<file path="src/rtl/hfl_pkg.sv">
//------------------------------------------------------------------------------
// hfl_pkg
// Shared types and constants for the range-hood controller.
//------------------------------------------------------------------------------
package hfl_pkg;

  typedef enum logic [1:0] {
    OP_STEP = 2'd0,
    OP_TICK50 = 2'd1,
    OP_TICK1S = 2'd2,
    OP_NONE = 2'd3
  } op_t;

  typedef enum logic [2:0] {
    M_IDLE = 3'd0,
    M_BLOW = 3'd1,
    M_BLOW_AUTO = 3'd2,
    M_CLK_EDIT = 3'd3,
    M_AUTO_EDIT = 3'd4,
    M_DELAY_EDIT = 3'd5,
    M_BAD6 = 3'd6,
    M_BAD7 = 3'd7
  } mode_t;

  localparam int unsigned K_LIGHT = 0;
  localparam int unsigned K_TIMER = 1;
  localparam int unsigned K_PLUS = 2;
  localparam int unsigned K_MINUS = 3;

  localparam logic [1:0] BEEP_NONE = 2'd0;
  localparam logic [1:0] BEEP_ONE = 2'd1;
  localparam logic [1:0] BEEP_TWO = 2'd2;

  localparam logic [1:0] REG_WMODE = 2'd0;
  localparam logic [1:0] REG_SHORT = 2'd1;
  localparam logic [1:0] REG_LONG = 2'd2;
  localparam logic [1:0] REG_LIMIT = 2'd3;

  localparam logic [9:0] DELAY_MAX = 10'd900;
  localparam logic [9:0] DELAY_HI = 10'd840;
  localparam logic [9:0] DELAY_LO = 10'd120;
  localparam logic [9:0] DELAY_MIN = 10'd60;

  typedef struct packed {
    logic [1:0] opcode;
    logic [3:0] key_press;
    logic [3:0] key_hold;
    logic [3:0] key_release;
    logic [3:0] key_touch;
    logic timer_held_late;
    logic clock_pulse_level;
  } in_item_t;

  typedef struct packed {
    logic [3:0] fan_drive;
    logic lamp_on;
    logic led_on;
    logic [1:0] beep;
    logic [2:0] mode_state;
    logic [4:0] clock_hour;
    logic [5:0] clock_minute;
    logic [4:0] edit_hour;
    logic [5:0] edit_minute;
    logic [9:0] off_delay_seconds;
    logic [9:0] off_remain_seconds;
    logic [31:0] run_seconds_total;
  } out_item_t;

  typedef struct packed {
    logic key_scheme;
    logic [7:0] short_tick_len;
    logic [7:0] long_tick_len;
    logic [15:0] run_limit_seconds;
  } cfg_t;

endpackage

</file>
<file path="src/rtl/hfl_if.sv">
//------------------------------------------------------------------------------
// hfl_in_if / hfl_out_if
// Valid/ready channels carrying input and result items.
//------------------------------------------------------------------------------
interface hfl_in_if;
  import hfl_pkg::*;
  logic valid;
  logic ready;
  in_item_t data;
  modport source (output valid, output data, input ready);
  modport sink (input valid, input data, output ready);
endinterface

interface hfl_out_if;
  import hfl_pkg::*;
  logic valid;
  logic ready;
  out_item_t data;
  modport source (output valid, output data, input ready);
  modport sink (input valid, input data, output ready);
endinterface

</file>
<file path="src/rtl/hfl_cfg.sv">
//------------------------------------------------------------------------------
// hfl_cfg
// APB-style configuration register file.
//------------------------------------------------------------------------------
module hfl_cfg (
  input  logic clk,
  input  logic rst,
  input  logic psel,
  input  logic penable,
  input  logic pwrite,
  input  logic [3:0] paddr,
  input  logic [31:0] pwdata,
  output logic [31:0] prdata,
  output logic pready,
  output hfl_pkg::cfg_t cfg
);
  import hfl_pkg::*;

  logic wr;
  logic [1:0] idx;

  assign pready = 1'b1;
  assign wr = psel && penable && pwrite;
  assign idx = paddr[3:2];

  // Register writes.
  always_ff @(posedge clk) begin
    if (rst) begin
      cfg.key_scheme <= 1'b1;
      cfg.short_tick_len <= 8'd4;
      cfg.long_tick_len <= 8'd100;
      cfg.run_limit_seconds <= 16'd10800;
    end else if (wr && paddr[1:0] == 2'b00) begin
      unique case (idx)
        REG_WMODE: cfg.key_scheme <= pwdata[0];
        REG_SHORT: cfg.short_tick_len <= pwdata[7:0];
        REG_LONG: cfg.long_tick_len <= pwdata[7:0];
        REG_LIMIT: cfg.run_limit_seconds <= pwdata[15:0];
        default: ;
      endcase
    end
  end

  // Read mux.
  always_comb begin
    unique case (idx)
      REG_WMODE: prdata = {31'd0, cfg.key_scheme};
      REG_SHORT: prdata = {24'd0, cfg.short_tick_len};
      REG_LONG: prdata = {24'd0, cfg.long_tick_len};
      REG_LIMIT: prdata = {16'd0, cfg.run_limit_seconds};
      default: prdata = 32'd0;
    endcase
  end
endmodule

</file>
<file path="src/rtl/hfl_core.sv">
//------------------------------------------------------------------------------
// hfl_core
// Controller state and the single-pass next-state logic for one item.
//------------------------------------------------------------------------------
module hfl_core (
  input  logic clk,
  input  logic rst,
  input  logic take,
  input  hfl_pkg::in_item_t item,
  input  hfl_pkg::cfg_t cfg,
  output hfl_pkg::out_item_t result
);
  import hfl_pkg::*;

  mode_t mode_reg, mode_reg_next;
  logic mode_changed, mode_changed_next;
  logic [2:0] fan_speed, fan_speed_next, previous_speed, previous_speed_next;
  logic lamp_reg, lamp_reg_next, led_reg, led_reg_next;
  logic [9:0] delay_seconds, delay_seconds_next, remain_seconds, remain_seconds_next;
  logic [31:0] total_run_seconds, total_run_seconds_next;
  logic [15:0] idle_cutoff_count, idle_cutoff_count_next;
  logic [7:0] short_count, short_count_next, long_count, long_count_next;
  logic [5:0] second_reg, second_reg_next, minute_reg, minute_reg_next;
  logic [4:0] hour_reg, hour_reg_next;
  logic pulse_last, pulse_last_next;
  logic [4:0] edit_hour_reg, edit_hour_reg_next;
  logic [5:0] edit_minute_reg, edit_minute_reg_next;
  logic edit_stage, edit_stage_next;
  logic [1:0] beep_next;

  // State registers.
  always_ff @(posedge clk) begin
    if (rst) begin
      mode_reg <= M_IDLE;
      mode_changed <= 1'b0;
      fan_speed <= 3'd1;
      previous_speed <= 3'd1;
      lamp_reg <= 1'b0;
      led_reg <= 1'b0;
      delay_seconds <= DELAY_MIN;
      remain_seconds <= 10'd0;
      total_run_seconds <= 32'd0;
      idle_cutoff_count <= 16'd10800;
      short_count <= 8'd0;
      long_count <= 8'd0;
      second_reg <= 6'd0;
      minute_reg <= 6'd0;
      hour_reg <= 5'd12;
      pulse_last <= 1'b0;
      edit_hour_reg <= 5'd0;
      edit_minute_reg <= 6'd0;
      edit_stage <= 1'b0;
    end else if (take) begin
      mode_reg <= mode_reg_next;
      mode_changed <= mode_changed_next;
      fan_speed <= fan_speed_next;
      previous_speed <= previous_speed_next;
      lamp_reg <= lamp_reg_next;
      led_reg <= led_reg_next;
      delay_seconds <= delay_seconds_next;
      remain_seconds <= remain_seconds_next;
      total_run_seconds <= total_run_seconds_next;
      idle_cutoff_count <= idle_cutoff_count_next;
      short_count <= short_count_next;
      long_count <= long_count_next;
      second_reg <= second_reg_next;
      minute_reg <= minute_reg_next;
      hour_reg <= hour_reg_next;
      pulse_last <= pulse_last_next;
      edit_hour_reg <= edit_hour_reg_next;
      edit_minute_reg <= edit_minute_reg_next;
      edit_stage <= edit_stage_next;
    end
  end

  // Next-state logic, written in the order the steps take effect.
  always_comb begin
    logic [3:0] pr, hd, rl;
    logic tc, stick, ltick, up, dn, was_blow;
    logic [2:0] start_speed, last_speed;
    mode_reg_next = mode_reg;
    mode_changed_next = mode_changed;
    fan_speed_next = fan_speed;
    previous_speed_next = previous_speed;
    lamp_reg_next = lamp_reg;
    led_reg_next = led_reg;
    delay_seconds_next = delay_seconds;
    remain_seconds_next = remain_seconds;
    total_run_seconds_next = total_run_seconds;
    idle_cutoff_count_next = idle_cutoff_count;
    short_count_next = short_count;
    long_count_next = long_count;
    second_reg_next = second_reg;
    minute_reg_next = minute_reg;
    hour_reg_next = hour_reg;
    pulse_last_next = pulse_last;
    edit_hour_reg_next = edit_hour_reg;
    edit_minute_reg_next = edit_minute_reg;
    edit_stage_next = edit_stage;
    beep_next = BEEP_NONE;
    pr = item.key_press;
    hd = item.key_hold;
    rl = item.key_release;
    tc = |item.key_touch;
    start_speed = fan_speed;
    last_speed = previous_speed;
    stick = 1'b0;
    ltick = 1'b0;
    up = 1'b0;
    dn = 1'b0;
    was_blow = 1'b0;

    unique case (op_t'(item.opcode))
      OP_STEP: begin
        if (short_count == 8'd0) begin
          short_count_next = cfg.short_tick_len;
          stick = 1'b1;
        end
        if (long_count == 8'd0) begin
          long_count_next = cfg.long_tick_len;
          ltick = 1'b1;
        end
        up = pr[K_PLUS] || (hd[K_PLUS] && stick);
        dn = pr[K_MINUS] || (hd[K_MINUS] && stick);
        if (mode_reg != M_CLK_EDIT && pr[K_LIGHT]) begin
          beep_next = BEEP_ONE;
          lamp_reg_next = ~lamp_reg;
        end
        led_reg_next = !(mode_reg == M_IDLE && !lamp_reg_next && hd == 4'd0);
        if (tc) begin
          idle_cutoff_count_next = cfg.run_limit_seconds;
          long_count_next = cfg.long_tick_len;
        end
        if (!cfg.key_scheme) begin
          // Clock scheme: the wall clock follows the 1 Hz level.
          if (item.clock_pulse_level != pulse_last) begin
            pulse_last_next = item.clock_pulse_level;
            if (second_reg == 6'd59) begin
              second_reg_next = 6'd0;
              if (minute_reg == 6'd59) begin
                minute_reg_next = 6'd0;
                hour_reg_next = (hour_reg == 5'd23) ? 5'd0 : hour_reg + 5'd1;
              end else begin
                minute_reg_next = minute_reg + 6'd1;
              end
            end else begin
              second_reg_next = second_reg + 6'd1;
            end
          end
          unique case (mode_reg)
            M_IDLE: begin
              fan_speed_next = 3'd0;
              if (pr[K_TIMER]) begin
                beep_next = BEEP_ONE;
                edit_hour_reg_next = hour_reg_next;
                edit_minute_reg_next = minute_reg_next;
                edit_stage_next = 1'b0;
                mode_changed_next = (mode_reg_next != M_CLK_EDIT);
                mode_reg_next = M_CLK_EDIT;
              end
              if (pr[K_PLUS]) begin
                beep_next = BEEP_ONE;
                mode_changed_next = (mode_reg_next != M_BLOW);
                mode_reg_next = M_BLOW;
                fan_speed_next = 3'd1;
              end
              if (pr[K_MINUS]) begin
                beep_next = BEEP_ONE;
                mode_changed_next = (mode_reg_next != M_BLOW);
                mode_reg_next = M_BLOW;
                fan_speed_next = 3'd4;
              end
            end
            M_CLK_EDIT: begin
              fan_speed_next = 3'd0;
              if (!edit_stage) begin
                if (ltick || pr[K_TIMER]) begin
                  edit_stage_next = 1'b1;
                  long_count_next = cfg.long_tick_len;
                  beep_next = BEEP_ONE;
                end
                if (up) begin
                  beep_next = BEEP_ONE;
                  edit_hour_reg_next = (edit_hour_reg == 5'd23) ? 5'd0 : edit_hour_reg + 5'd1;
                end
                if (dn) begin
                  beep_next = BEEP_ONE;
                  edit_hour_reg_next = (edit_hour_reg_next == 5'd0) ? 5'd23
                                     : edit_hour_reg_next - 5'd1;
                end
              end else begin
                if (ltick || pr[K_TIMER]) begin
                  mode_reg_next = M_IDLE;
                  mode_changed_next = 1'b1;
                  minute_reg_next = edit_minute_reg;
                  hour_reg_next = edit_hour_reg;
                  second_reg_next = 6'd0;
                  beep_next = BEEP_TWO;
                end
                if (up) begin
                  if (beep_next == BEEP_NONE) beep_next = BEEP_ONE;
                  edit_minute_reg_next = (edit_minute_reg == 6'd59) ? 6'd0
                                       : edit_minute_reg + 6'd1;
                end
                if (dn) begin
                  if (beep_next == BEEP_NONE) beep_next = BEEP_ONE;
                  edit_minute_reg_next = (edit_minute_reg_next == 6'd0) ? 6'd59
                                       : edit_minute_reg_next - 6'd1;
                end
              end
            end
            M_BLOW: begin
              if (pr[K_TIMER]) begin
                beep_next = BEEP_ONE;
                delay_seconds_next = DELAY_MIN;
                mode_reg_next = M_AUTO_EDIT;
                mode_changed_next = 1'b1;
              end
              if (pr[K_PLUS]) begin
                beep_next = BEEP_ONE;
                if (fan_speed_next == 3'd4) begin
                  fan_speed_next = 3'd0;
                  mode_changed_next = (mode_reg_next != M_IDLE);
                  mode_reg_next = M_IDLE;
                end else begin
                  fan_speed_next = (fan_speed_next + 3'd1 <= 3'd4) ? fan_speed_next + 3'd1 : 3'd0;
                end
              end
              if (pr[K_MINUS]) begin
                beep_next = BEEP_ONE;
                if (fan_speed_next == 3'd1) begin
                  fan_speed_next = 3'd0;
                  mode_changed_next = (mode_reg_next != M_IDLE);
                  mode_reg_next = M_IDLE;
                end else if (fan_speed_next == 3'd0) begin
                  fan_speed_next = 3'd0;
                end else begin
                  fan_speed_next = (fan_speed_next - 3'd1 <= 3'd4) ? fan_speed_next - 3'd1 : 3'd0;
                end
              end
            end
            M_AUTO_EDIT: begin
              if (ltick) begin
                remain_seconds_next = delay_seconds;
                mode_reg_next = M_BLOW_AUTO;
                mode_changed_next = 1'b1;
                beep_next = BEEP_TWO;
              end
              if (pr[K_TIMER]) begin
                if (beep_next == BEEP_NONE) beep_next = BEEP_ONE;
                mode_changed_next = (mode_reg_next != M_BLOW);
                mode_reg_next = M_BLOW;
              end
              if (up) begin
                if (beep_next == BEEP_NONE) beep_next = BEEP_ONE;
                delay_seconds_next = (delay_seconds > DELAY_HI) ? DELAY_MIN
                                   : delay_seconds + DELAY_MIN;
              end
              if (dn) begin
                if (beep_next == BEEP_NONE) beep_next = BEEP_ONE;
                delay_seconds_next = (delay_seconds_next < DELAY_LO) ? DELAY_MAX
                                   : delay_seconds_next - DELAY_MIN;
              end
            end
            M_BLOW_AUTO: begin
              if (remain_seconds == 10'd0) begin
                beep_next = BEEP_ONE;
                mode_reg_next = M_IDLE;
                mode_changed_next = 1'b1;
                lamp_reg_next = 1'b0;
              end
              if (pr[K_PLUS]) begin
                beep_next = BEEP_ONE;
                if (fan_speed_next == 3'd4) begin
                  fan_speed_next = 3'd0;
                  mode_changed_next = (mode_reg_next != M_IDLE);
                  mode_reg_next = M_IDLE;
                end else begin
                  fan_speed_next = (fan_speed_next + 3'd1 <= 3'd4) ? fan_speed_next + 3'd1 : 3'd0;
                end
              end
              if (pr[K_MINUS]) begin
                beep_next = BEEP_ONE;
                if (fan_speed_next == 3'd1) begin
                  fan_speed_next = 3'd0;
                  mode_changed_next = (mode_reg_next != M_IDLE);
                  mode_reg_next = M_IDLE;
                end else if (fan_speed_next == 3'd0) begin
                  fan_speed_next = 3'd0;
                end else begin
                  fan_speed_next = (fan_speed_next - 3'd1 <= 3'd4) ? fan_speed_next - 3'd1 : 3'd0;
                end
              end
              if (rl[K_TIMER] && !item.timer_held_late) begin
                beep_next = BEEP_ONE;
                mode_changed_next = (mode_reg_next != M_BLOW);
                mode_reg_next = M_BLOW;
              end
            end
            default: begin
              mode_changed_next = (mode_reg != M_IDLE);
              mode_reg_next = M_IDLE;
            end
          endcase
        end else begin
          // Run-time scheme.
          unique case (mode_reg)
            M_DELAY_EDIT: begin
              fan_speed_next = 3'd0;
              if (tc) long_count_next = cfg.long_tick_len;
              if (ltick && !mode_changed) begin
                beep_next = BEEP_ONE;
                mode_reg_next = M_IDLE;
                mode_changed_next = 1'b1;
              end
              if (pr[K_PLUS]) begin
                beep_next = BEEP_ONE;
                delay_seconds_next = (delay_seconds_next == DELAY_MAX) ? DELAY_MIN
                                   : delay_seconds_next + DELAY_MIN;
              end
              if (hd[K_PLUS] && stick) begin
                beep_next = BEEP_ONE;
                delay_seconds_next = (delay_seconds_next == DELAY_MAX) ? DELAY_MIN
                                   : delay_seconds_next + DELAY_MIN;
              end
              if (pr[K_MINUS]) begin
                beep_next = BEEP_ONE;
                delay_seconds_next = (delay_seconds_next == DELAY_MIN) ? DELAY_MAX
                                   : delay_seconds_next - DELAY_MIN;
              end
              if (hd[K_MINUS] && !mode_changed_next && stick) begin
                beep_next = BEEP_ONE;
                delay_seconds_next = (delay_seconds_next == DELAY_MIN) ? DELAY_MAX
                                   : delay_seconds_next - DELAY_MIN;
              end
              if (pr[K_TIMER]) begin
                beep_next = BEEP_ONE;
                mode_changed_next = (mode_reg_next != M_IDLE);
                mode_reg_next = M_IDLE;
              end
              if (rl[K_MINUS] && mode_changed_next) begin
                mode_changed_next = 1'b0;
                long_count_next = cfg.long_tick_len;
              end
            end
            M_IDLE: begin
              fan_speed_next = 3'd0;
              if (pr[K_TIMER]) begin
                beep_next = BEEP_ONE;
                mode_changed_next = 1'b1;
                mode_reg_next = M_BLOW;
                fan_speed_next = (last_speed >= 3'd1 && last_speed <= 3'd4) ? last_speed : 3'd0;
              end
              if (hd[K_PLUS]) begin
                beep_next = BEEP_ONE;
                total_run_seconds_next = 32'd0;
                mode_changed_next = (mode_reg_next != M_BLOW);
                mode_reg_next = M_BLOW;
                fan_speed_next = (last_speed >= 3'd1 && last_speed <= 3'd4) ? last_speed : 3'd0;
              end
              if (hd[K_MINUS]) begin
                beep_next = BEEP_ONE;
                mode_changed_next = (mode_reg_next != M_DELAY_EDIT);
                mode_reg_next = M_DELAY_EDIT;
              end
            end
            M_BLOW, M_BLOW_AUTO: begin
              if (mode_reg == M_BLOW_AUTO && remain_seconds == 10'd0) begin
                beep_next = BEEP_ONE;
                mode_reg_next = M_IDLE;
                mode_changed_next = 1'b1;
                lamp_reg_next = 1'b0;
              end
              was_blow = (mode_reg_next == M_BLOW);
              if (pr[K_PLUS]) begin
                beep_next = BEEP_ONE;
                fan_speed_next = (fan_speed_next == 3'd4) ? 3'd1
                               : ((fan_speed_next + 3'd1 <= 3'd4) ? fan_speed_next + 3'd1 : 3'd0);
              end
              if (pr[K_MINUS]) begin
                beep_next = BEEP_ONE;
                if (fan_speed_next == 3'd1) fan_speed_next = 3'd4;
                else if (fan_speed_next == 3'd0) fan_speed_next = 3'd0;
                else fan_speed_next = (fan_speed_next - 3'd1 <= 3'd4) ? fan_speed_next - 3'd1
                                                                      : 3'd0;
              end
              if (rl[K_TIMER] && !mode_changed_next) begin
                beep_next = BEEP_ONE;
                mode_changed_next = (mode_reg_next != M_IDLE);
                mode_reg_next = M_IDLE;
              end
              if (was_blow && hd[K_TIMER] && !mode_changed_next) begin
                beep_next = BEEP_ONE;
                mode_changed_next = (mode_reg_next != M_BLOW_AUTO);
                mode_reg_next = M_BLOW_AUTO;
                remain_seconds_next = delay_seconds_next;
              end
              if (rl[K_TIMER] && mode_changed_next) mode_changed_next = 1'b0;
              if (start_speed < 3'd5) previous_speed_next = start_speed;
            end
            default: begin
              mode_changed_next = (mode_reg != M_IDLE);
              mode_reg_next = M_IDLE;
            end
          endcase
        end
      end
      OP_TICK50: begin
        if (short_count != 8'd0) short_count_next = short_count - 8'd1;
        if (long_count != 8'd0) long_count_next = long_count - 8'd1;
      end
      OP_TICK1S: begin
        if (mode_reg == M_BLOW || mode_reg == M_BLOW_AUTO) begin
          total_run_seconds_next = total_run_seconds + 32'd1;
          if (idle_cutoff_count == 16'd0) begin
            beep_next = BEEP_ONE;
            mode_reg_next = M_IDLE;
            mode_changed_next = 1'b1;
            lamp_reg_next = 1'b0;
          end else begin
            idle_cutoff_count_next = idle_cutoff_count - 16'd1;
          end
        end
        if (mode_reg == M_BLOW_AUTO && remain_seconds != 10'd0)
          remain_seconds_next = remain_seconds - 10'd1;
      end
      default: ;
    endcase
  end

  // Snapshot of the outputs after this item.
  always_comb begin
    unique case (fan_speed_next)
      3'd1: result.fan_drive = 4'b0001;
      3'd2: result.fan_drive = 4'b0010;
      3'd3: result.fan_drive = 4'b0100;
      3'd4: result.fan_drive = 4'b1000;
      default: result.fan_drive = 4'b0000;
    endcase
    result.lamp_on = lamp_reg_next;
    result.led_on = led_reg_next;
    result.beep = beep_next;
    result.mode_state = mode_reg_next;
    result.clock_hour = hour_reg_next;
    result.clock_minute = minute_reg_next;
    result.edit_hour = edit_hour_reg_next;
    result.edit_minute = edit_minute_reg_next;
    result.off_delay_seconds = delay_seconds_next;
    result.off_remain_seconds = remain_seconds_next;
    result.run_seconds_total = total_run_seconds_next;
  end

  // Checks on the controller state.
  a_speed_range: assert property (@(posedge clk) disable iff (rst)
    fan_speed <= 3'd4) else $error("fan speed out of range");
  a_delay_range: assert property (@(posedge clk) disable iff (rst)
    delay_seconds <= DELAY_MAX) else $error("delay out of range");
  a_hour_range: assert property (@(posedge clk) disable iff (rst)
    hour_reg <= 5'd23) else $error("hour out of range");
  a_hold: assert property (@(posedge clk) disable iff (rst)
    !take |=> $stable(total_run_seconds) && $stable(mode_reg))
    else $error("state changed without an item");
endmodule

</file>
<file path="src/rtl/hood_fan_lamp_controller_top.sv">
//------------------------------------------------------------------------------
// hood_fan_lamp_controller_top
// Range-hood controller: fan, lamp, auto-off, run time and wall clock.
//
//   channel  | dir | handshake        | payload
//   in_ch    | in  | valid / ready    | opcode, keys, late hold, 1 Hz level
//   out_ch   | out | valid / ready    | fan, lamp, LED, beep, mode, clock, timers
//   apb      | in  | psel / penable   | four configuration registers
//
// One item per cycle while the receiver keeps up: state updates at the accept edge
// and the result sits in a single output register on the next cycle. Input ready
// is high whenever the output register is empty or is being drained in the same
// cycle. Reset is synchronous and active high.
//------------------------------------------------------------------------------
module hood_fan_lamp_controller_top (
  input  logic clk,
  input  logic rst,
  hfl_in_if.sink in_ch,
  hfl_out_if.source out_ch,
  input  logic psel,
  input  logic penable,
  input  logic pwrite,
  input  logic [3:0] paddr,
  input  logic [31:0] pwdata,
  output logic [31:0] prdata,
  output logic pready
);
  import hfl_pkg::*;

  cfg_t cfg;
  out_item_t result;
  logic take;
  logic out_valid;

  hfl_cfg u_cfg (
    .clk(clk), .rst(rst), .psel(psel), .penable(penable), .pwrite(pwrite),
    .paddr(paddr), .pwdata(pwdata), .prdata(prdata), .pready(pready), .cfg(cfg)
  );

  assign in_ch.ready = !out_valid || out_ch.ready;
  assign take = in_ch.valid && in_ch.ready;

  hfl_core u_core (
    .clk(clk), .rst(rst), .take(take), .item(in_ch.data), .cfg(cfg), .result(result)
  );

  // Output register.
  always_ff @(posedge clk) begin
    if (rst) begin
      out_valid <= 1'b0;
    end else if (take) begin
      out_valid <= 1'b1;
    end else if (out_ch.ready) begin
      out_valid <= 1'b0;
    end
  end

  always_ff @(posedge clk) begin
    if (take) begin
      out_ch.data <= result;
    end
  end

  assign out_ch.valid = out_valid;
endmodule

</file>
<file path="src/flat_wrapper.sv">
// flat-port wrapper written by rule: the top's interface ports become plain ports
module hood_fan_lamp_controller_top_flat import hfl_pkg::*;
  (clk, rst, psel, penable, pwrite, paddr, pwdata, prdata, pready, in_ch_valid, in_ch_data, in_ch_ready, out_ch_valid, out_ch_data, out_ch_ready);
  hfl_in_if in_ch_i ();
  hfl_out_if out_ch_i ();
  input  logic clk;
  input  logic rst;
  input  logic psel;
  input  logic penable;
  input  logic pwrite;
  input  logic [3:0] paddr;
  input  logic [31:0] pwdata;
  output logic [31:0] prdata;
  output logic pready;
  input wire logic [$bits(in_ch_i.valid)-1:0] in_ch_valid;
  input wire logic [$bits(in_ch_i.data)-1:0] in_ch_data;
  output wire logic [$bits(in_ch_i.ready)-1:0] in_ch_ready;
  output wire logic [$bits(out_ch_i.valid)-1:0] out_ch_valid;
  output wire logic [$bits(out_ch_i.data)-1:0] out_ch_data;
  input wire logic [$bits(out_ch_i.ready)-1:0] out_ch_ready;
  assign in_ch_i.valid = in_ch_valid;
  assign in_ch_i.data = in_ch_data;
  assign in_ch_ready = in_ch_i.ready;
  assign out_ch_valid = out_ch_i.valid;
  assign out_ch_data = out_ch_i.data;
  assign out_ch_i.ready = out_ch_ready;
  hood_fan_lamp_controller_top u_core (.clk(clk), .rst(rst), .in_ch(in_ch_i), .out_ch(out_ch_i), .psel(psel), .penable(penable), .pwrite(pwrite), .paddr(paddr), .pwdata(pwdata), .prdata(prdata), .pready(pready));
endmodule
</file>
<file path="config.mk">
export PLATFORM = sky130hd
export DESIGN_NAME = hood_fan_lamp_controller_top_flat
export DESIGN_NICKNAME = d
export VERILOG_FILES = /design/src/rtl/hfl_pkg.sv /design/src/rtl/hfl_if.sv /design/src/rtl/hfl_cfg.sv /design/src/rtl/hfl_core.sv /design/src/rtl/hood_fan_lamp_controller_top.sv /design/src/flat_wrapper.sv
export SDC_FILE = /design/constraint.sdc
export NUM_CORES = 1
export LEC_CHECK = 0
export ABC_AREA = 1
export BUFFER_PORTS_ARGS = -buffer_cell sky130_fd_sc_hd__buf_2
export CORE_MARGIN = 2
export CORE_UTILIZATION = 50
export CTS_CLUSTER_DIAMETER = 40
export DETAILED_ROUTE_END_ITERATION = 16
export PLACE_DENSITY = 0.7
export SKIP_LAST_GASP = 1
export SYNTH_ARGS = -nofsm -noshare
export SYNTH_HDL_FRONTEND = slang
export SYNTH_HIERARCHICAL = 1
export SYNTH_SLANG_ARGS = --single-unit
</file>
<file path="constraint.sdc">
create_clock -name clk -period 9.4 [get_ports clk]
set_clock_uncertainty 0.2 [all_clocks]
set_input_delay 1.88 -clock clk [delete_from_list [all_inputs] [get_ports clk]]
set_output_delay 1.88 -clock clk [all_outputs]
set_load 0.01 [all_outputs]
</file>
==> results of run 1 <==
cell type report:
class,instances,area [um2],share of cell area
Multi-Input combinational cell,1650,8730,0.464
Sequential cell,245,5760,0.306
Inverter,370,1410,0.0748
Clock buffer,52,1160,0.0616
Timing Repair Buffer,165,883,0.0469
Tap cell,442,553,0.0294
Clock inverter,28,327,0.0174
Antenna cell,1,2.50,0.000133
through the flow:
step / cells / power, mW
2_1_floorplan: 2382 / 1.72
3_3_place_gp: 2872 / 1.88
3_5_place_dp: 2872 / 1.89
4_1_cts: 2952 / 3.47
5_1_grt: 2952 / 3.61
6_report: 2953 / 3.46
per-layer routing:
layer	track usage	share of wire	vias up
li1	-	-	8146
met3	0.0482	0.078	101
met5	0	0.00019	-
met1	0.382	0.45	7712
met4	0.104	0.028	2
met2	0.439	0.45	662
cell usage in the layout, fill, tap and decap left out, types with 9 or more instances in the layout:
| cell type | n |
|---|---|
| nor2_4 | 15 |
| conb_1 | 17 |
| o22ai_1 | 41 |
| nand4_1 | 61 |
| a22oi_1 | 10 |
| buf_2 | 147 |
| inv_1 | 337 |
| nand3_1 | 109 |
| nand2_1 | 414 |
| edfxtp_1 | 85 |
| a31oi_1 | 14 |
| nand2_2 | 17 |
| clkbuf_16 | 43 |
| o21ai_0 | 232 |
| xor2_1 | 31 |
| buf_4 | 17 |
| a21oi_1 | 188 |
| ha_1 | 31 |
| o221ai_1 | 20 |
| xnor2_1 | 12 |
| dfxtp_1 | 160 |
| nor3_1 | 46 |
| nor4_1 | 10 |
| inv_2 | 17 |
| nor2_1 | 225 |
| o211ai_1 | 31 |
| o21ai_1 | 10 |
| o21a_1 | 9 |
| or2_2 | 9 |
| nor2_2 | 16 |
| a211oi_1 | 9 |
| clkinv_1 | 11 |
worst max-delay path: stages:
cell and delay (ps):
buf_2 130, inv_1 60, nor2_1 670, nand2_1 130
o211ai_1 170, buf_2 180
path summary, 6_finish.rpt:
| kind | start | to | cells after the start |
|---|---|---|---|
| worst max register to register | u_core/u_core/remain_seconds[0] | u_core/out_ch.data[77] | 15 |
| worst max-delay path | paddr[2] | prdata[2] | 6 |
| worst min-delay path | u_core/u_core/long_count[1] | u_core/u_core/long_count[1] | 2 |
| worst min register to register | u_core/u_core/long_count[1] | u_core/u_core/long_count[1] | 2 |
power by group through the flow:
| stage | clock network [mW] | registers (mW) | logic (mW) |
|---|---|---|---|
| 5_1_grt | 1.64 | 1.22 | 0.749 |
| 4_1_cts | 1.59 | 1.22 | 0.662 |
| 3_3_place_gp | 0 | 1.24 | 0.645 |
| 3_5_place_dp | 0 | 1.24 | 0.657 |
| 2_1_floorplan | 0 | 1.23 | 0.487 |
| 6_report | 1.57 | 1.22 | 0.670 |
logic make-up (layout without fill, tap and decap cells):
logic type	Yosys count	after routing
and+or+nand+nor	954	954
AOI/OAI and AO/OA	605	605
buffers and inverters	487	615
DFF	245	245
xor gates and xnor gates	43	43
adders and majority gates	31	31
other	2	18
==> flow_metrics.env, run 1 <==
export IMPL_status="finished, final reports clean"
export IMPL_antenna_found_initial=2
export IMPL_power_density_nw_per_um2=184
export IMPL_cts_sinks=245
export IMPL_synth_fa_ha_area_frac=0.0236
export IMPL_largest_register_ffs=85
export IMPL_nFillCells=3084
export IMPL_drc=0
export IMPL_post_cts_buffers=0
export IMPL_die_y_um=185
export IMPL_end_kind="primary output"
export IMPL_drt_first_pass_iters=6
export IMPL_numCtsBuffers=43
export IMPL_areaGrowthSynthToFinish_pct=14.6
export IMPL_internal_power_mw=2.36
export IMPL_top_register="u_core/out_ch.data"
export IMPL_drv_cap=0
export IMPL_p_comb_frac=0.194
export IMPL_grtUsageTotal=0.279
export IMPL_cts_tree="done"
export IMPL_rows=66
export IMPL_worst_slew_pin_transition_ps=1080
export IMPL_synth_top_area_share=0.195
export IMPL_hpwl_um=34000
export IMPL_synthMuxAreaShare=0
export IMPL_yosys_top_cells_area="dfxtp_1, edfxtp_1, nand2_1"
export IMPL_synth_top_area_cell="dfxtp_1"
export IMPL_dpl_worst_slack_ps=3940
export IMPL_yosysWarningCount=6
export IMPL_final_setup_worst_slack_ps=4090
export IMPL_utilization=0.580
export IMPL_cp_start_kind="primary input"
export IMPL_crit_type="primary input to primary output"
export IMPL_synth_seq_cells=245
export IMPL_synth_xor_area_share=0.0229
export IMPL_initial_core_util=0.506
export IMPL_yosysMostFrequentCell="nand2_1"
export IMPL_clock_latency_ps=570
export IMPL_syn_avg_cell_area_um2=6.94
export IMPL_ir_drop_mv=0.122
export IMPL_routedWlPerCell_um=16.4
export IMPL_grt_pass1_wl_um=77200
export IMPL_ys_seq_area_frac=0.351
export IMPL_grt_overflow=0
export IMPL_min_period_ps=5310
export IMPL_synth_flop_cell="dfxtp_1"
export IMPL_place_area_um2=17300
export IMPL_root_buffer="clkbuf_16"
export IMPL_synth_top_family_by_area="simple AND/OR/NAND/NOR gates"
export IMPL_ctsHoldBuffers=0
export IMPL_synthCells=2367
export IMPL_grt_max_degree=138
export IMPL_p_switching_mw=1.09
export IMPL_antenna_left=0
export IMPL_die_width_um=185
export IMPL_detail_route_vias_per_cell=5.63
export IMPL_slew_headroom=0.282
export IMPL_cts_resized=0
export IMPL_post_route_period_util=0.565
export IMPL_synth_cell_area_um2=16400
export IMPL_holdWs_ps=267
export IMPL_fin_nets=2569
export IMPL_drv_slew=0
export IMPL_clk_path_buf_depth=3
export IMPL_synth_edf_count=85
export IMPL_finalSetupViolCount=0
export IMPL_first_global_vias=15200
export IMPL_synthTopCellsByCount="nand2_1, inv_1, o21ai_0"
export IMPL_switching_share=0.316
export IMPL_setup_tns_ps=0
export IMPL_power_leakage_nw=8.23
export IMPL_design_area_um2=18800
export IMPL_crit_arrival_ps=3230
export IMPL_synth_compound_area_frac=0.213
export IMPL_cts_htree_levels=2
export IMPL_r2r_slack_ps=4950
export IMPL_crit_fanout=13
export IMPL_io_pins=183
export IMPL_dr_total_vias=16600
export IMPL_fmax_ghz=0.188
export IMPL_rsz0062_at_grt="no"
export IMPL_drive_gt1_frac=0.140
export IMPL_required_ps=7320
export IMPL_hold_path_class="register to register"
export IMPL_async_reset_ff_frac=0
export IMPL_port_buffers=147
export IMPL_coreArea_um2=32500
export IMPL_power_share_clock=0.454
export IMPL_reg_largest_list="u_core/out_ch.data: 85 flops, u_core/u_cfg/cfg: 33 flops, u_core/u_core/total_run_seconds: 32 flops"
export IMPL_first_iter_violations=1539
export IMPL_wl_um=48500
export IMPL_routabilityCongestion=0.949
export IMPL_cts_clk_slew_worst_paths_ps=50
export IMPL_p_seq_frac=0.352
export IMPL_hold_violations=0
export IMPL_dieArea_um2=34300
export IMPL_synthDistinctLibCells=68
export IMPL_yosys_area_share_simple=0.268
(Power assumes the default switching activity.)
==> inputs of run 2 (changes only) <==
--- a/config.mk
+++ b/config.mk
@@ -5,7 +5,7 @@
 export SDC_FILE = /design/constraint.sdc
 export NUM_CORES = 1
 export LEC_CHECK = 0
-export ABC_AREA = 1
+export ABC_AREA = 0
 export BUFFER_PORTS_ARGS = -buffer_cell sky130_fd_sc_hd__buf_2
 export CORE_MARGIN = 2
 export CORE_UTILIZATION = 50
==> constraint.sdc (replaced) <==
create_clock -name clk -period 5.4 [get_ports clk]
set_clock_uncertainty 0.2 [all_clocks]
set_input_delay 1.08 -clock clk [delete_from_list [all_inputs] [get_ports clk]]
set_output_delay 1.08 -clock clk [all_outputs]
set_load 0.01 [all_outputs]
==> run 2 against run 1 <==
Routed wire length is 3.6% higher. Clock-buffer cell count decreased by 8. Final cell count fell by 12%. Global-route usage increased by 1.2 points. Non-clock buffer count up 54. Combinational power increased by 57%. Area after synthesis decreased by 1.2%. Critical endpoint is now u_core/out_ch.data[47]. Cell area down 0.18%. Utilization is 1.2 points higher.
==> flow_metrics.env, run 2 <==
export IMPL_status="finished, final reports clean"
export IMPL_critPathMaxStageDelay_ps=500
export IMPL_synth_flop_cell="dfxtp_1"
export IMPL_power_leakage_nw=7.26
export IMPL_rsz0062_at_grt="no"
export IMPL_synth_xor_area_share=0.0221
export IMPL_yosysWarningCount=6
export IMPL_crit_fanout=7
export IMPL_die_width_um=184
export IMPL_multiInputGateArea_um2=9680
export IMPL_yosys_area_share_simple=0.240
export IMPL_synth_fa_ha_area_frac=0.0239
export IMPL_min_period_ps=5090
export IMPL_coreArea_um2=31700
export IMPL_ctsHoldBuffers=0
export IMPL_rows=65
export IMPL_cts_clk_slew_worst_paths_ps=50
export IMPL_clock_latency_ps=540
export IMPL_largest_register_ffs=85
export IMPL_cts_resized=0
export IMPL_drv_cap=0
export IMPL_yosys_top_cells_area="dfxtp_1, edfxtp_1, nand2_1"
export IMPL_numCtsBuffers=41
export IMPL_grt_max_degree=82
export IMPL_io_pins=183
export IMPL_synth_top_area_share=0.197
export IMPL_synth_cell_area_um2=16200
export IMPL_required_ps=5460
export IMPL_dieArea_um2=33900
export IMPL_synth_top_family_by_area="compound AO/OA/AOI/OAI gates"
export IMPL_routedWlPerCell_um=19.4
export IMPL_setup_tns_ps=0
export IMPL_layout_common_cells="nand2_1, nor2_1, o21ai_0"
export IMPL_crit_type="register to register"
export IMPL_hold_violations=0
export IMPL_dr_total_vias=16200
export IMPL_routabilityCongestion=0.952
export IMPL_synthTopCellsByCount="nand2_1, nor2_1, o21ai_0"
export IMPL_port_buffers=147
export IMPL_end_kind="register"
export IMPL_finalSetupViolCount=0
export IMPL_reg_largest_list="u_core/out_ch.data: 85 flops, u_core/u_cfg/cfg: 33 flops, u_core/u_core/total_run_seconds: 32 flops"
export IMPL_synthMuxAreaShare=0.0473
export IMPL_ys_seq_area_frac=0.355
export IMPL_path_cells="inv_1, ha_2, or3b_2, a211o_1, a31oi_2, nor2_1, a311oi_1, o32ai_1, ha_1, inv_1, a211oi_2, buf_4, a31oi_1, a21o_1, ha_1, and4_1, o211ai_2, or3_2, a31oi_1, o21ai_0"
export IMPL_seqCellArea_um2=5760
export IMPL_drv_slew=0
export IMPL_synth_seq_cells=245
export IMPL_ir_drop_mv=0.228
export IMPL_top_register="u_core/out_ch.data"
export IMPL_die_y_um=184
export IMPL_fin_nets=2244
export IMPL_syn_avg_cell_area_um2=7.97
export IMPL_cts_htree_levels=2
export IMPL_met1_usage=0.393
export IMPL_synth_compound_area_frac=0.257
export IMPL_hold_path_class="register to register"
export IMPL_nFillCells=2917
export IMPL_grt_busiest_layer="met2"
export IMPL_fmax_ghz=0.197
export IMPL_grtUsageMet2=0.480
export IMPL_drive_gt1_frac=0.164
export IMPL_slowest_stage="or3_2"
export IMPL_grt_pass1_wl_um=79500
export IMPL_final_common_cell="nand2_1"
export IMPL_root_buffer="clkbuf_16"
export IMPL_initial_core_util=0.512
export IMPL_synth_top_area_cell="dfxtp_1"
export IMPL_final_setup_worst_slack_ps=314
export IMPL_first_global_vias=14900
export IMPL_grtUsageTotal=0.291
export IMPL_antenna_found_initial=2
export IMPL_drt_first_pass_iters=5
export IMPL_async_reset_ff_frac=0
export IMPL_power_density_nw_per_um2=304
export IMPL_synth_edf_count=85
export IMPL_worst_slew_pin_transition_ps=1270
export IMPL_yosysMostFrequentCell="nand2_1"
export IMPL_dpl_worst_slack_ps=76.8
export IMPL_post_route_period_util=0.942
export IMPL_cp_start_kind="register"
export IMPL_crit_arrival_ps=5150
export IMPL_detail_route_vias_per_cell=6.25
export IMPL_synthCells=2036
export IMPL_antenna_left=0
export IMPL_wl_um=50300
export IMPL_cts_tree="done"
export IMPL_hpwl_um=35700
export IMPL_grt_overflow=0
export IMPL_cts_sinks=245
export IMPL_drc=0
export IMPL_post_cts_buffers=0
export IMPL_slew_headroom=0.153
export IMPL_first_iter_violations=1735
export IMPL_clk_path_buf_depth=3
export IMPL_areaGrowthSynthToFinish_pct=15.8
export IMPL_met3_usage=0.0443
export IMPL_synthDistinctLibCells=101
## run 2: metrics by stage
stage / hold slack, ps / instances / power [mW] / instance area, um2 / utilization
finish: 289 / 2587 / 5.71 / 18800 / 0.592
global route: 309 / 2587 / 5.94 / 18800 / 0.592
CTS: 291 / 2585 / 5.74 / 18800 / 0.592
detailed placement: 279 / 2509 / 3.10 / 17400 / 0.548
global placement: 270 / 2509 / 3.08 / 17400 / 0.548
floorplan: 254 / 2051 / 2.79 / 16300 / -
## run 2: final cells by class
type | instances | area share
Antenna cell | 2 | 0.000266
Clock buffer | 44 | 0.0563
Clock inverter | 32 | 0.0180
Inverter | 41 | 0.00819
Multi-Input combinational cell | 1602 | 0.515
Sequential cell | 245 | 0.306
Tap cell | 402 | 0.0268
Timing Repair Buffer | 219 | 0.0687
## run 2: worst max-delay path: cells and delay by family (launching register included)
family | cells | cell delay (ps)
buffers and inverters | 3 | 400
AND/OR/NAND/NOR | 4 | 1320
adder cells (fa/ha/maj) | 3 | 650
flip-flops | 1 | 350
AO/OA/AOI/OAI | 10 | 1890
## run 2: cells by family after synthesis
group | Yosys count
AOI/OAI and AO/OA | 639
DFF | 245
and+or+nand+nor | 800
xor gates and xnor gates | 41
buffers and inverters | 204
other | 2
adders and majority gates | 31
muxes | 74
## run 2: power breakdown
| group | switching (mW) | internal [mW] | leakage [nW] | total, mW |
|---|---|---|---|---|
| combinational | 0.665 | 0.384 | 4.46 | 1.05 |
| clock | 0.983 | 1.64 | 0.668 | 2.62 |
| sequential | 0.0578 | 1.98 | 2.14 | 2.04 |
| total | 1.71 | 4.00 | 7.26 | 5.71 |
## run 2: layer usage
layer,vias to the layer above,share of wire
met5,-,0
met1,7647,0.43
met3,112,0.076
met2,685,0.47
met4,0,0.027
li1,7720,-
## run 2: final timing paths
check / slack [ps] / endpoint / cells after the start / from
worst max-delay path: 310 / u_core/out_ch.data[47] / 20 / u_core/u_core/delay_seconds[2]
worst min-delay path: 290 / u_core/u_core/second_reg[5] / 2 / u_core/u_core/second_reg[5]
worst min register to register: 290 / u_core/u_core/second_reg[5] / 2 / u_core/u_core/second_reg[5]
worst max register to register: 310 / u_core/out_ch.data[47] / 20 / u_core/u_core/delay_seconds[2]
==> inputs of run 3 (changes only) <==
--- a/config.mk
+++ b/config.mk
@@ -8,10 +8,10 @@
 export ABC_AREA = 0
 export BUFFER_PORTS_ARGS = -buffer_cell sky130_fd_sc_hd__buf_2
 export CORE_MARGIN = 2
-export CORE_UTILIZATION = 50
+export CORE_UTILIZATION = 60
 export CTS_CLUSTER_DIAMETER = 40
 export DETAILED_ROUTE_END_ITERATION = 16
-export PLACE_DENSITY = 0.7
+export PLACE_DENSITY = 0.81
 export SKIP_LAST_GASP = 1
 export SYNTH_ARGS = -nofsm -noshare
 export SYNTH_HDL_FRONTEND = slang
==> run 3 against run 2 <==
Critical endpoint unchanged. Largest cell class unchanged. Routed wire length decreased by 3.4%. Cell area decreased by 1.9%. Critical path type unchanged. Utilization increased by 9.8 points. Global-route usage increased by 4.1 points. Clock power decreased by 13%. Clock-buffer cell count unchanged.
==> flow_metrics.env, run 3 (same netlist as run 2, synthesis figures left out) <==
export IMPL_status="finished, final reports clean"
export IMPL_crit_arrival_ps=5070
export IMPL_areaGrowthSynthToFinish_pct=13.6
export IMPL_p_comb_frac=0.196
export IMPL_utilization=0.690
export IMPL_crit_fanout=5
export IMPL_wl_um=48500
export IMPL_grt_max_degree=108
export IMPL_r2r_start="u_core/u_core/delay_seconds[2]"
export IMPL_path_cells="inv_1, ha_1, nor3b_2, xnor2_1, o41ai_2, and4_1, a31oi_1, o32ai_1, ha_1, inv_1, a211oi_2, a31oi_1, a31oi_1, ha_1, and4_1, o211ai_2, or3_2, a31oi_2, o21ai_0"
export IMPL_hold_depth=2
export IMPL_critPathLaunch="u_core/u_core/delay_seconds[2]"
export IMPL_hp_start="u_core/u_core/long_count[3]"
export IMPL_coreArea_um2=26700
export IMPL_cts_tree="done"
export IMPL_ctsHoldBuffers=0
export IMPL_grtUsageTotal=0.332
export IMPL_first_global_vias=15100
export IMPL_fin_nets=2233
export IMPL_layout_common_cells="nand2_1, nor2_1, o21ai_0"
export IMPL_end_kind="register"
export IMPL_hold_path_class="register to register"
export IMPL_die_y_um=168
export IMPL_ir_drop_mv=0.260
export IMPL_power_density_nw_per_um2=291
export IMPL_drt_first_pass_iters=6
export IMPL_required_ps=5450
export IMPL_rsz0062_at_grt="no"
export IMPL_grt_pass1_wl_um=76900
export IMPL_crit_type="register to register"
export IMPL_drv_cap=0
export IMPL_antenna_left=0
export IMPL_p_seq_frac=0.380
export IMPL_clk_path_buf_depth=3
export IMPL_antenna_found_initial=0
export IMPL_hold_violations=0
export IMPL_r2r_slack_ps=380
export IMPL_critPathMaxStageDelay_ps=500
export IMPL_io_pins=183
export IMPL_routedWlPerCell_um=19.4
export IMPL_reg_largest_list="u_core/out_ch.data: 85 flops, u_core/u_cfg/cfg: 33 flops, u_core/u_core/total_run_seconds: 32 flops"
export IMPL_dieArea_um2=28400
export IMPL_detail_route_vias_per_cell=6.62
export IMPL_instances_no_fill=2506
export IMPL_drive_gt1_frac=0.156
export IMPL_slowest_stage="or3_2"
export IMPL_placed_cells=2440
export IMPL_drc=0
export IMPL_path_delay_family="compound AO/OA/AOI/OAI gates"
export IMPL_clock_latency_ps=530
export IMPL_first_iter_violations=1902
export IMPL_rr_worst_depth=19
export IMPL_post_route_period_util=0.930
export IMPL_final_common_cell="nand2_1"
export IMPL_routabilityCongestion=0.997
export IMPL_top_register="u_core/out_ch.data"
export IMPL_numCtsBuffers=36
export IMPL_grt_overflow=0
export IMPL_initial_core_util=0.607
export IMPL_power_share_clock=0.424
export IMPL_setup_tns_ps=0
export IMPL_dr_total_vias=16600
export IMPL_port_buffers=147
export IMPL_path_buf_inv=2
export IMPL_slew_headroom=0.198
export IMPL_hold_end="u_core/u_core/long_count[3]"
export IMPL_cts_sinks=245
export IMPL_power_leakage_nw=7.13
export IMPL_min_period_ps=5020
export IMPL_rows=60
export IMPL_switching_share=0.305
export IMPL_root_buffer="clkbuf_16"
export IMPL_drv_slew=0
export IMPL_num_antenna_cells=0
export IMPL_finalSetupViolCount=0
export IMPL_die_width_um=168
export IMPL_regToRegEndpoint="u_core/out_ch.data[47]"
export IMPL_cts_htree_levels=2
export IMPL_p_switching_mw=1.64
export IMPL_fmax_ghz=0.199
export IMPL_hpwl_um=33500
export IMPL_cp_start_kind="register"
export IMPL_nFillCells=2179
export IMPL_worst_slew_pin_transition_ps=1200
export IMPL_cts_clk_slew_worst_paths_ps=60
export IMPL_internal_power_mw=3.73
export IMPL_largest_register_ffs=85
-- run 3: cell count changes in the layout (fill, tap and decap cells not counted), moves of 2 or more --
cell        delta
buf_4          -5
bufinv_16      -3
clkbuf_1       +3
clkbuf_16      -5
clkbuf_8       +2
clkinv_2       -4
clkinv_4       -4
clkinvlp_4     -3
diode_2        -2
inv_6          +2
-- run 3: per-layer routing --
layer / vias up / routed length (um) / global-route usage
met4: 0 / 1750 / 0.121
met1: 7777 / 19300 / 0.432
met5: - / 0 / 0
met2: 991 / 22700 / 0.558
li1: 7685 / - / -
met3: 145 / 4760 / 0.0536
-- run 3: worst min-delay path, cell delays in order, from the launching register on --
cell and delay, ps:
dfxtp_1 320, nand2_1 60, a21oi_1 50
-- run 3: what timing repair did --
| item | in CTS | in global routing |
|---|---|---|
| setup endpoints to repair | 0 | 3 |
| buffers inserted | 0 | 2 |
| resized for setup | 0 | 5 |
| hold endpoints to repair | 0 | 0 |
-- run 3: area by class of cell --
cell class	count	area [um2]	area share
timing repair buffer	213	1230	0.0669
inverter	41	154	0.00835
clock buffer	44	972	0.0527
tap	341	427	0.0231
sequential	245	5760	0.312
multi-input combinational	1602	9700	0.526
clock inverter	20	196	0.0107
-- run 3: worst max-delay path by stage --
stage | to | cells after the start
finish | u_core/out_ch.data[47] | 19
CTS | u_core/out_ch.data[47] | 21
floorplan | u_core/out_ch.data[47] | 22
global route | u_core/out_ch.data[47] | 20
global placement | u_core/out_ch.data[47] | 17
detailed placement | u_core/out_ch.data[47] | 19
-- run 3: metrics by stage --
stage               setup WS (ps)  hold WS (ps)  power, mW  instance area, um2
floorplan                    74.0           254       2.79               16300
global placement              140           264       3.06               17200
detailed placement           29.5           280       3.08               17200
CTS                           244           290       5.34               18400
global route                 35.0           310       5.57               18400
finish                        379           286       5.36               18400
-- run 3: power groups by stage --
stage,clock (mW),sequential (mW),combinational [mW]
global route,2.38,2.05,1.14
floorplan,0,2.07,0.714
CTS,2.29,2.04,1.01
global placement,0,2.07,0.982
finish,2.27,2.04,1.05
detailed placement,0,2.08,1.01
